**src/hw/rtl/ssc_pkg.sv**
```systemverilog
// shared types, constants and helpers for the subrip structure checker
// no dependencies

package ssc_pkg;

    localparam int LINE_LIMIT = 256;
    localparam int COUNT_BITS = 20;
    localparam int LINE_BITS  = $clog2(LINE_LIMIT + 1);
    localparam int TEXT_BITS  = 16;
    localparam int ARROW_LEN  = 5;
    localparam int ARROW_BITS = $clog2(ARROW_LEN + 1);

    localparam logic [7:0] CH_NUL   = 8'h00;
    localparam logic [7:0] CH_TAB   = 8'h09;
    localparam logic [7:0] CH_LF    = 8'h0A;
    localparam logic [7:0] CH_CR    = 8'h0D;
    localparam logic [7:0] CH_SPACE = 8'h20;
    localparam logic [7:0] CH_DASH  = 8'h2D;
    localparam logic [7:0] CH_GT    = 8'h3E;
    localparam logic [7:0] CH_ZERO  = 8'h30;
    localparam logic [7:0] CH_NINE  = 8'h39;

    localparam logic [2:0] KIND_NUMBER = 3'd0;
    localparam logic [2:0] KIND_TIME   = 3'd1;
    localparam logic [2:0] KIND_TEXT   = 3'd2;
    localparam logic [2:0] KIND_SEP    = 3'd3;
    localparam logic [2:0] KIND_BLANK  = 3'd4;
    localparam logic [2:0] KIND_END    = 3'd5;

    localparam logic [3:0] ERR_OK       = 4'd0;
    localparam logic [3:0] ERR_TOO_LONG = 4'd1;
    localparam logic [3:0] ERR_STRAY    = 4'd2;
    localparam logic [3:0] ERR_BAD_NUM  = 4'd3;
    localparam logic [3:0] ERR_NO_TIME  = 4'd4;
    localparam logic [3:0] ERR_BAD_TIME = 4'd5;
    localparam logic [3:0] ERR_UNCLOSED = 4'd6;
    localparam logic [3:0] ERR_EMPTY    = 4'd7;
    localparam logic [3:0] ERR_TOO_MANY = 4'd8;

    typedef enum logic [1:0] {
        MODE_START,
        MODE_TIME,
        MODE_TEXT,
        MODE_AFTER
    } mode_t;

    typedef enum logic [1:0] {
        PH_LEAD,
        PH_DIGITS,
        PH_TRAIL,
        PH_BAD
    } phase_t;

    typedef struct packed {
        mode_t                  mode;
        logic [LINE_BITS-1:0]   line_bytes;
        phase_t                 phase;
        logic [ARROW_BITS-1:0]  arrow;
        logic                   zero_seen;
        logic [COUNT_BITS-1:0]  subtitles;
        logic [TEXT_BITS-1:0]   text_count;
        logic                   last_blank;
        logic                   any_seen;
        logic [3:0]             sticky;
    } parse_state_t;

    localparam parse_state_t ST_RESET = '{
        mode:       MODE_START,
        line_bytes: '0,
        phase:      PH_LEAD,
        arrow:      '0,
        zero_seen:  1'b0,
        subtitles:  '0,
        text_count: '0,
        last_blank: 1'b0,
        any_seen:   1'b0,
        sticky:     ERR_OK
    };

    typedef struct packed {
        logic [2:0]            line_kind;
        logic [COUNT_BITS-1:0] subtitle_index;
        logic [TEXT_BITS-1:0]  text_lines;
        logic [7:0]            line_length;
        logic [3:0]            error_code;
        logic                  done_res;
    } result_t;

    function automatic logic [7:0] arrow_char(input logic [ARROW_BITS-1:0] idx);
        logic [7:0] ch;
        unique case (idx)
            ARROW_BITS'(0): ch = CH_SPACE;
            ARROW_BITS'(1): ch = CH_DASH;
            ARROW_BITS'(2): ch = CH_DASH;
            ARROW_BITS'(3): ch = CH_GT;
            default:        ch = CH_SPACE;
        endcase
        return ch;
    endfunction

endpackage

```
**src/hw/rtl/ssc_line_eval.sv**
```systemverilog
// next parser state and optional result for one word against the current state
// depends on ssc_pkg

module ssc_line_eval
    import ssc_pkg::*;
(
    input  parse_state_t cur,
    input  logic         op,
    input  logic [7:0]   data_byte,
    output parse_state_t nxt,
    output logic         has_result,
    output result_t      res
);

    parse_state_t          closed;
    parse_state_t          eof_st;
    logic                  by_lf;
    logic                  blank;
    logic                  overlong;
    logic [3:0]            err;
    logic [2:0]            kind;
    logic [3:0]            eof_err;
    logic                  is_blank;
    logic                  is_digit;
    logic [LINE_BITS+7:0]  len_ext;
    logic [7:0]            len_sat;

    assign by_lf    = !op;
    assign is_blank = (data_byte == CH_SPACE) || (data_byte == CH_TAB);
    assign is_digit = (data_byte >= CH_ZERO) && (data_byte <= CH_NINE);
    assign len_ext  = (LINE_BITS + 8)'(cur.line_bytes);
    assign len_sat  = (len_ext > (LINE_BITS + 8)'(255)) ? 8'hFF : len_ext[7:0];

    // line close
    always_comb
    begin
        closed   = cur;
        closed.any_seen = 1'b1;
        err      = ERR_OK;
        kind     = KIND_BLANK;
        blank    = by_lf && (cur.line_bytes == '0);
        overlong = by_lf ? (cur.line_bytes >= LINE_BITS'(LINE_LIMIT - 1))
                         : (cur.line_bytes >= LINE_BITS'(LINE_LIMIT));
        if (blank)
        begin
            unique case (cur.mode)
                MODE_TEXT:
                begin
                    kind        = KIND_SEP;
                    closed.mode = MODE_AFTER;
                end
                MODE_AFTER: closed.last_blank = 1'b1;
                MODE_TIME:  err = ERR_NO_TIME;
                default:    err = ERR_STRAY;
            endcase
        end
        else if (cur.mode == MODE_TIME)
        begin
            kind = KIND_TIME;
            if (cur.arrow == ARROW_BITS'(ARROW_LEN))
                closed.mode = MODE_TEXT;
            else
                err = ERR_BAD_TIME;
        end
        else if (cur.mode == MODE_TEXT)
        begin
            kind = KIND_TEXT;
            if (cur.text_count != '1)
                closed.text_count = cur.text_count + 1'b1;
        end
        else
        begin
            kind = KIND_NUMBER;
            priority if (cur.last_blank)
                err = ERR_STRAY;
            else if (cur.phase != PH_DIGITS && cur.phase != PH_TRAIL)
                err = ERR_BAD_NUM;
            else if (&cur.subtitles)
                err = ERR_TOO_MANY;
            else
            begin
                closed.subtitles  = cur.subtitles + 1'b1;
                closed.text_count = '0;
                closed.mode       = MODE_TIME;
            end
        end
        if (err == ERR_OK && overlong)
            err = ERR_TOO_LONG;
        if (cur.sticky == ERR_OK)
            closed.sticky = err;
        closed.line_bytes = '0;
        closed.phase      = PH_LEAD;
        closed.arrow      = '0;
        closed.zero_seen  = 1'b0;
    end

    // end of file summary
    always_comb
    begin
        eof_st  = (cur.line_bytes != '0) ? closed : cur;
        eof_err = eof_st.sticky;
        if (eof_st.sticky == ERR_OK)
        begin
            priority if (!eof_st.any_seen)
                eof_err = ERR_EMPTY;
            else if (eof_st.mode == MODE_TIME || eof_st.mode == MODE_TEXT)
                eof_err = ERR_UNCLOSED;
        end
    end

    always_comb
    begin
        nxt        = cur;
        has_result = 1'b0;
        res        = '0;
        if (op)
        begin
            has_result         = 1'b1;
            res.line_kind      = KIND_END;
            res.subtitle_index = eof_st.subtitles;
            res.text_lines     = eof_st.text_count;
            res.line_length    = '0;
            res.error_code     = eof_err;
            res.done_res       = 1'b1;
            nxt                = ST_RESET;
        end
        else if (data_byte == CH_CR)
        begin
            nxt = cur;
        end
        else if (data_byte == CH_LF)
        begin
            nxt                = closed;
            has_result         = 1'b1;
            res.line_kind      = kind;
            res.subtitle_index = closed.subtitles;
            res.text_lines     = closed.text_count;
            res.line_length    = len_sat;
            res.error_code     = closed.sticky;
            res.done_res       = 1'b0;
        end
        else
        begin
            if (cur.line_bytes < LINE_BITS'(LINE_LIMIT))
                nxt.line_bytes = cur.line_bytes + 1'b1;
            if (!cur.zero_seen)
            begin
                if (data_byte == CH_NUL)
                begin
                    nxt.zero_seen = 1'b1;
                end
                else
                begin
                    unique case (cur.phase)
                        PH_LEAD:
                            nxt.phase = is_blank ? PH_LEAD : (is_digit ? PH_DIGITS : PH_BAD);
                        PH_DIGITS:
                            nxt.phase = is_digit ? PH_DIGITS : (is_blank ? PH_TRAIL : PH_BAD);
                        PH_TRAIL:
                            nxt.phase = is_blank ? PH_TRAIL : PH_BAD;
                        default:
                            nxt.phase = PH_BAD;
                    endcase
                    if (cur.arrow < ARROW_BITS'(ARROW_LEN))
                    begin
                        if (data_byte == arrow_char(cur.arrow))
                            nxt.arrow = cur.arrow + 1'b1;
                        else
                            nxt.arrow = (data_byte == CH_SPACE) ? ARROW_BITS'(1) : '0;
                    end
                end
            end
        end
    end

endmodule
```
**config.mk**
```make
export PLATFORM = sky130hd
export DESIGN_NAME = ssc_line_eval
export DESIGN_NICKNAME = d
export VERILOG_FILES = /design/src/hw/rtl/ssc_pkg.sv /design/src/hw/rtl/ssc_line_eval.sv
export SDC_FILE = /design/constraint.sdc
export NUM_CORES = 1
export LEC_CHECK = 0
export ABC_AREA = 1
export BUFFER_PORTS_ARGS = -buffer_cell sky130_fd_sc_hd__buf_2
export CORE_AREA = 2 2 110 112
export DETAILED_ROUTE_END_ITERATION = 10
export DIE_AREA = 0 0 112 114
export GPL_ROUTABILITY_DRIVEN = 0
export SYNTH_ARGS = -nofsm -noshare
export SYNTH_HDL_FRONTEND = slang
export SYNTH_SLANG_ARGS = --single-unit
```
**constraint.sdc**
```tcl
create_clock -name vclk -period 2.4
set_input_delay 0.24 -clock vclk [all_inputs]
set_output_delay 0.24 -clock vclk [all_outputs]
set_load 0.05 [all_outputs]
```
==> results.cfg, run 1 <==
[setup_path]
end_kind = output pin
path_max_fanout = 5
crit_arrival_ns = 2.06
critPathLaunchType = primary input
critPathKind = primary input to output pin
crit_required_ns = 2.16

[grt]
top_usage_layer = met2
grt_use_total = 0.208
grt_pass1_vias = 4845
antenna_found_initial = 0
use_met3 = 0.00797
gr-total-overflow = 0
grt_util_met2 = 0.378
gr-usage-met1 = 0.282
grt_pass1_wl_um = 22800
grt_max_degree = 36

[synth]
synth_warnings = 0
yosysTopAreaCell = nand2_1
synth.avg_cell_area_um2 = 4.91
synth_top_area_frac = 0.189
yosysSeqAreaShare = 0
synth_cell_types = 43
synth.area.top_cells = nand2_1 19%, o21ai_0 13%, inv_1 12%, nor2_1 6.8%, a21oi_1 6.7%
syn_inst = 712
yosysMostFrequentCell = nand2_1
syn_area_um2 = 3490
syn-num-nets = 792
synth_top_cells_by_count = 176 x nand2_1, 112 x inv_1, 94 x o21ai_0

[sta]
max_freq_mhz = 435
setup_viol = 0
rsz0062_at_grt = true
slew_headroom = 0.690
min_period_over_period = 0.958
hold_violations = 0
hold_slack_ns = 0.904
worstMarginPinSlew_ns = 0.465
maxSlewViolCount = 0
layout_setup_ws_ns = 0.0997
min_period_ns = 2.30

[routing]
ant_nets = 0
drt_drc_violations_left = 0
via_per_inst = 4.97
drtPass1Iterations = 5
finalWirelength_um = 14600
wl_per_cell_um = 13.5
vias = 5376
drt-initial-drc-count = 287

[floorplan]
die_w_um = 112
die-height_um = 114
initial_core_util = 0.298
io_pins = 180
core-area_um2 = 11700
fp.dieArea_um2 = 12800
num_rows = 40

[hold_path]
min_to = nxt[48]
hold_path_depth = 5
worstHoldPathType = primary input to output pin
worstHoldStart = cur[48]

[place]
placed_area_um2 = 4980
dp_hpwl_um = 11500
post-place-ws_ns = -0.104
io_buffers = 180

[run]
max_cap_viol_count = 0

[layout]
ff_latch_area_um2 = 0
num-nets-final = 1016
nClkBuffers = 0
n_antenna_cell = 0
layout-drive-gt1-share = 0.349
seq_cells = 0
area_delta_synth_final_pct = 56.2
stdcell_area_um2 = 5460

[pwr]
irDropWorstVdd_mv = 0.107
pwr_density_cell_nw_per_um2 = 211
leakage_nw = 3.09
total_power_mw = 1.15

[clock_tree]
cts_hold_buf = 0

[status]
status = finished, final reports clean
==> final cells by class <==
class | instances | area, um^2
fillers | 1316 | 6250
inverters | 122 | 485
multi-input cells | 564 | 3140
well taps | 147 | 184
repair buffers | 248 | 1650
==> critical path, stage by stage <==
cell	delay (ns)
buf_8	0.10
inv_4	0.05
ha_4	0.13
nand2_4	0.04
nor2_4	0.12
nand3_4	0.15
buf_6	0.16
nand3b_1	0.07
nand2_1	0.07
nand2_1	0.07
nand2_1	0.06
nand2_1	0.08
nand2_1	0.07
nor2_2	0.15
nand2_2	0.07
o21bai_1	0.13
nand2_1	0.06
nand2_1	0.08
buf_6	0.15
==> stage by stage <==
step	std cells	TNS, ns	utilization
6_report	1081	0	0.466
3_3_place_gp	1073	-0.374	0.425
2_1_floorplan	712	-2.01	-
5_1_grt	1081	-0.350	0.466
4_1_cts	1073	0	0.432
3_5_place_dp	1073	-0.788	0.425
==> power breakdown <==
part / switching (mW) / total, mW / internal [mW] / leakage, nW
logic: 0.795 / 1.15 / 0.356 / 3.09
registers: 0 / 0 / 0 / 0
clock network: 0 / 0 / 0 / 0
==> what timing repair did <==
item | in CTS | in global routing
cloned | 0 | 1
setup endpoints to repair | 22 | 67
pin swaps | 2 | 26
gates resized for setup | 27 | 104
setup buffers | 0 | 7
==> logic make-up (layout without fill, tap and decap cells) <==
kind of cell	count (synthesis)	in the layout	synth area share
simple gates	342	342	0.453
compound gates	192	192	0.294
buf+inv	148	370	0.165
xor+xnor	18	18	0.0451
fa+ha+maj	12	12	0.0430
==> metal layers <==
layer	part of all wire	vias up
li1	-	2790
met1	0.45	2412
met2	0.48	164
met3	0.052	10
met4	0.0091	0
met5	0	-
==> placed cells by master, fill, tap and decap left out, types with 3 or more instances in the layout <==
cell type  instances
nand3_4            4
o21ai_0           72
xor2_1            17
or2_1              4
a21oi_1           45
inv_4              6
o211ai_1           8
inv_1            104
nor2_4             6
or2_2              3
nand2_1          168
nand2_2            9
nor3_1            17
nor2_2             7
inv_2              9
ha_1               8
ha_4               3
nand3_1           30
o21ai_1           39
buf_12             3
clkbuf_4          10
o22ai_1            9
buf_4             77
o21ai_2            4
buf_2            138
nor2_1            57
buf_6             17
nand3b_1           3
nand2_4            6
nand4_1           14
==> worst max-delay path by stage <==
stage / end / startpoint / slack, ns
5_1_grt: res[2] / cur[49] / -0.07
2_1_floorplan: res[49] / cur[48] / -0.19
3_5_place_dp: res[2] / cur[48] / -0.10
4_1_cts: res[28] / cur[22] / 0.004
6_report: res[3] / cur[49] / 0.1
3_3_place_gp: res[2] / cur[48] / -0.08
No activity file was read; power rests on OpenSTA's default activity.
==> run 2, diff against run 1 <==
--- a/config.mk
+++ b/config.mk
@@ -7,10 +7,11 @@
 export LEC_CHECK = 0
 export ABC_AREA = 1
 export BUFFER_PORTS_ARGS = -buffer_cell sky130_fd_sc_hd__buf_2
-export CORE_AREA = 2 2 110 112
+export CORE_AREA = 2 2 97 99
 export DETAILED_ROUTE_END_ITERATION = 10
-export DIE_AREA = 0 0 112 114
+export DIE_AREA = 0 0 99 101
 export GPL_ROUTABILITY_DRIVEN = 0
+export PLACE_DENSITY = 0.71
 export SYNTH_ARGS = -nofsm -noshare
 export SYNTH_HDL_FRONTEND = slang
 export SYNTH_SLANG_ARGS = --single-unit
==> results.cfg, run 2 (same netlist as run 1, synthesis figures left out) <==
[grt]
grt_util_met2 = 0.419
grt_max_degree = 44
top_usage_layer = met2
use_met3 = 0.00832
grt_pass1_wl_um = 21200
gr-usage-met1 = 0.346
gr-total-overflow = 0
antenna_found_initial = 0
grt_pass1_vias = 4672
grt_use_total = 0.246

[routing]
via_per_inst = 5.17
ant_nets = 0
wl_per_cell_um = 13.0
drt_drc_violations_left = 0
vias = 5374
finalWirelength_um = 13500
drtPass1Iterations = 5
drt-initial-drc-count = 271

[setup_path]
end_kind = output pin
critPathLaunchType = primary input
crit_required_ns = 2.16
path_max_fanout = 5
critical-path-slowest-cell = buf_2
max_stage_delay_ns = 0.25
critPathKind = primary input to output pin
crit_chain = buf_2 -> buf_4 -> nand3_1 -> nand3b_1 -> nor3_2 -> nand2_1 -> xor2_1 -> nand2_1 -> o21ai_0 -> nand2_1 -> nand3_1 -> nand2_1 -> nand2_1 -> inv_1 -> buf_2
cpMostUsedCell = nand2_1
crit_arrival_ns = 2.05

[status]
status = finished, final reports clean

[sta]
worstMarginPinSlew_ns = 0.341
min_period_ns = 2.29
max_freq_mhz = 436
hold_slack_ns = 0.911
maxSlewViolCount = 0
rsz0062_at_grt = true
min_period_over_period = 0.956
finalSetupTns_ns = 0
slew_headroom = 0.771
setup_viol = 0
hold_violations = 0
layout_setup_ws_ns = 0.106

[layout]
area_delta_synth_final_pct = 51.4
n_antenna_cell = 0
num-nets-final = 1010
seq_cells = 0
layout-drive-gt1-share = 0.342
fill_cells = 956
ff_latch_area_um2 = 0
nClkBuffers = 0
multiInputGateArea_um2 = 3150
final_cell_mix = 169 x nand2_1, 146 x buf_2, 105 x inv_1
final_core_util = 0.589
final_common_cell = nand2_1

[place]
io_buffers = 180
post-place-ws_ns = -0.0684
dp_hpwl_um = 10600

[pwr]
leakage_nw = 3.04
irDropWorstVdd_mv = 0.110
pwr_density_cell_nw_per_um2 = 211

[floorplan]
core-area_um2 = 8980
num_rows = 35
io_pins = 180
fp.dieArea_um2 = 10000
die_w_um = 99
die-height_um = 101
initial_core_util = 0.389

[hold_path]
worstHoldPathType = primary input to output pin
hold_path_depth = 4

[clock_tree]
cts_hold_buf = 0

[run]
max_cap_viol_count = 0
## run 2: changes by cell type in the layout (fill, tap and decap cells not counted), sizes merged
| cell | change |
|---|---|
| buf | -1 |
| clkbuf | -5 |
## run 2: final cells by class
cell class	instances	share of cell area
inverters	122	0.0908
multi-input cells	564	0.596
well taps	111	0.0262
repair buffers	242	0.287
## run 2: through the flow
| stage | std cells | total power [mW] | area (um^2) |
|---|---|---|---|
| floorplan | 712 | 0.720 | 3510 |
| global placement | 1029 | 1.03 | 4850 |
| detailed placement | 1029 | 1.03 | 4850 |
| CTS | 1029 | 1.05 | 4900 |
| global route | 1039 | 1.20 | 5290 |
| finish | 1039 | 1.12 | 5290 |
## run 2: power breakdown
group	internal, mW	leakage [nW]	switching [mW]
clock network	0	0	0
logic	0.334	3.04	0.784
registers	0	0	0
total	0.334	3.04	0.784
## run 2: routing by layer
layer | share of wire | wire [um] | vias up
met5 | 0 | 0 | -
met4 | 0.017 | 229 | 0
met3 | 0.063 | 851 | 20
met2 | 0.48 | 6420 | 203
met1 | 0.44 | 5950 | 2374
li1 | - | - | 2777
## run 2: worst paths after layout
kind  startpoint       to  slack [ns]
min      cur[29]  nxt[29]        0.91
max       cur[7]  res[28]        0.11
## run 2: what timing repair did
action | CTS | global route
setup buffers | 0 | 10
pin swaps | 0 | 30
endpoints found under the setup margin | 16 | 66
gates resized for setup | 19 | 96
## run 2: critical path: cells and delay by family
kind | cells | cell delay [ns]
xor gates and xnor gates | 1 | 0.15
and+or+nand+nor | 9 | 1.04
AOI/OAI and AO/OA | 1 | 0.08
buffers and inverters | 4 | 0.56
==> run 3, diff against run 2 <==
--- a/config.mk
+++ b/config.mk
@@ -7,11 +7,11 @@
 export LEC_CHECK = 0
 export ABC_AREA = 1
 export BUFFER_PORTS_ARGS = -buffer_cell sky130_fd_sc_hd__buf_2
-export CORE_AREA = 2 2 97 99
+export CORE_AREA = 2 2 93 104
 export DETAILED_ROUTE_END_ITERATION = 10
-export DIE_AREA = 0 0 99 101
+export DIE_AREA = 0 0 95 106
 export GPL_ROUTABILITY_DRIVEN = 0
-export PLACE_DENSITY = 0.71
+export PLACE_DENSITY = 0.7
 export SYNTH_ARGS = -nofsm -noshare
 export SYNTH_HDL_FRONTEND = slang
 export SYNTH_SLANG_ARGS = --single-unit
==> results.cfg, run 3 (same netlist as run 1, synthesis figures left out) <==
[status]
status = finished, final reports clean

[sta]
min_period_over_period = 0.960
rsz0062_at_grt = true
min_period_ns = 2.30
slew_headroom = 0.699
setup_viol = 0
hold_violations = 0
max_freq_mhz = 434
maxSlewViolCount = 0
worstMarginPinSlew_ns = 0.450

[layout]
final_common_cell = nand2_1
num-nets-final = 1007
layout-drive-gt1-share = 0.337
nClkBuffers = 0
n_antenna_cell = 0
area_delta_synth_final_pct = 49.8
final_cell_mix = 166 x nand2_1, 144 x buf_2, 107 x inv_1
ff_latch_area_um2 = 0
seq_cells = 0
final_core_util = 0.574

[floorplan]
die_w_um = 95
num_rows = 37
die-height_um = 106
io_pins = 180
fp.dieArea_um2 = 10100
initial_core_util = 0.383
core-area_um2 = 9120

[setup_path]
cpMostUsedCell = nand2_1
path_max_fanout = 6
max_stage_delay_ns = 0.19
critPathKind = primary input to output pin
critPathLaunchType = primary input
crit_arrival_ns = 2.06
crit_chain = buf_2 -> inv_2 -> ha_4 -> nand2_4 -> nor2_4 -> nand3_4 -> nand3b_1 -> nand2_1 -> nand2_1 -> nand2_2 -> nand2_2 -> nand2_2 -> nor2_2 -> nand2_1 -> o21bai_1 -> nand2_1 -> nand2_1 -> buf_4
crit_required_ns = 2.16
critical-path-slowest-cell = buf_4
end_kind = output pin

[routing]
wl_per_cell_um = 13.0
vias = 5403
ant_nets = 0
drt-initial-drc-count = 374
via_per_inst = 5.19
drt_drc_violations_left = 0
finalWirelength_um = 13500
drtPass1Iterations = 5

[clock_tree]
cts_hold_buf = 0

[place]
dp_hpwl_um = 10600
io_buffers = 180

[pwr]
total_power_mw = 1.10
pwr_density_cell_nw_per_um2 = 211
leakage_nw = 3.04
irDropWorstVdd_mv = 0.105

[hold_path]
worstHoldPathType = primary input to output pin

[grt]
grt_use_total = 0.246
gr-total-overflow = 0
grt_max_degree = 40
grt_pass1_vias = 4749
grt_pass1_wl_um = 21000
antenna_found_initial = 0

[run]
max_cap_viol_count = 0
run 3: cell types whose count changed in the layout (fill, tap and decap cells not counted), moves of 2 or more:
cell and change:
buf_4 +2, buf_6 -5, nand2_4 +2, inv_1 +2, nand2_1 -3, buf_2 -2
inv_4 -2, nand2_2 +2
run 3: routing by layer:
metal	part of all wire	routed length [um]	GRT usage
met1	0.40	5430	0.302
met2	0.51	6880	0.458
met3	0.068	925	0.0198
met4	0.020	274	0.0507
met5	0	0	0
run 3: final cells by class:
class | count | area, um^2
repair inverters | 1 | 5.00
inverters | 122 | 475
well taps | 117 | 146
multi-input cells | 564 | 3130
fillers | 993 | 3880
repair buffers | 238 | 1480
run 3: worst paths after layout:
kind,startpoint,endpoint,cells after the start
max,cur[48],res[2],18
min,cur[29],nxt[29],4
run 3: metrics by stage:
step	area [um^2]	hold slack, ns	instances	TNS, ns	setup slack (ns)
after floorplan	3510	0.647	712	-2.01	-0.186
after global placement	4840	0.906	1033	-0.132	-0.0532
after detailed placement	4840	0.911	1033	-0.297	-0.0525
after CTS	4890	0.900	1034	-0.127	-0.0354
after global routing	5240	0.916	1042	-0.492	-0.0748
final	5240	0.900	1042	0	0.0958
run 3: what timing repair did:
item	CTS	global route
buffers inserted	0	8
cloned	1	0
pin swaps	0	22
endpoints found under the setup margin	19	78
gates resized for setup	18	93
run 3: power breakdown:
part	switching (mW)	internal, mW	leakage (nW)
Combinational	0.778	0.325	3.04
Sequential	0	0	0
Clock	0	0	0
Total	0.778	0.325	3.04
run 3: critical path, delay by kind of cell:
family / cells / cell delay (ns)
buffers and inverters: 3 / 0.37
AOI/OAI and AO/OA: 1 / 0.14
adders and majority gates: 1 / 0.13
and+or+nand+nor: 13 / 1.16
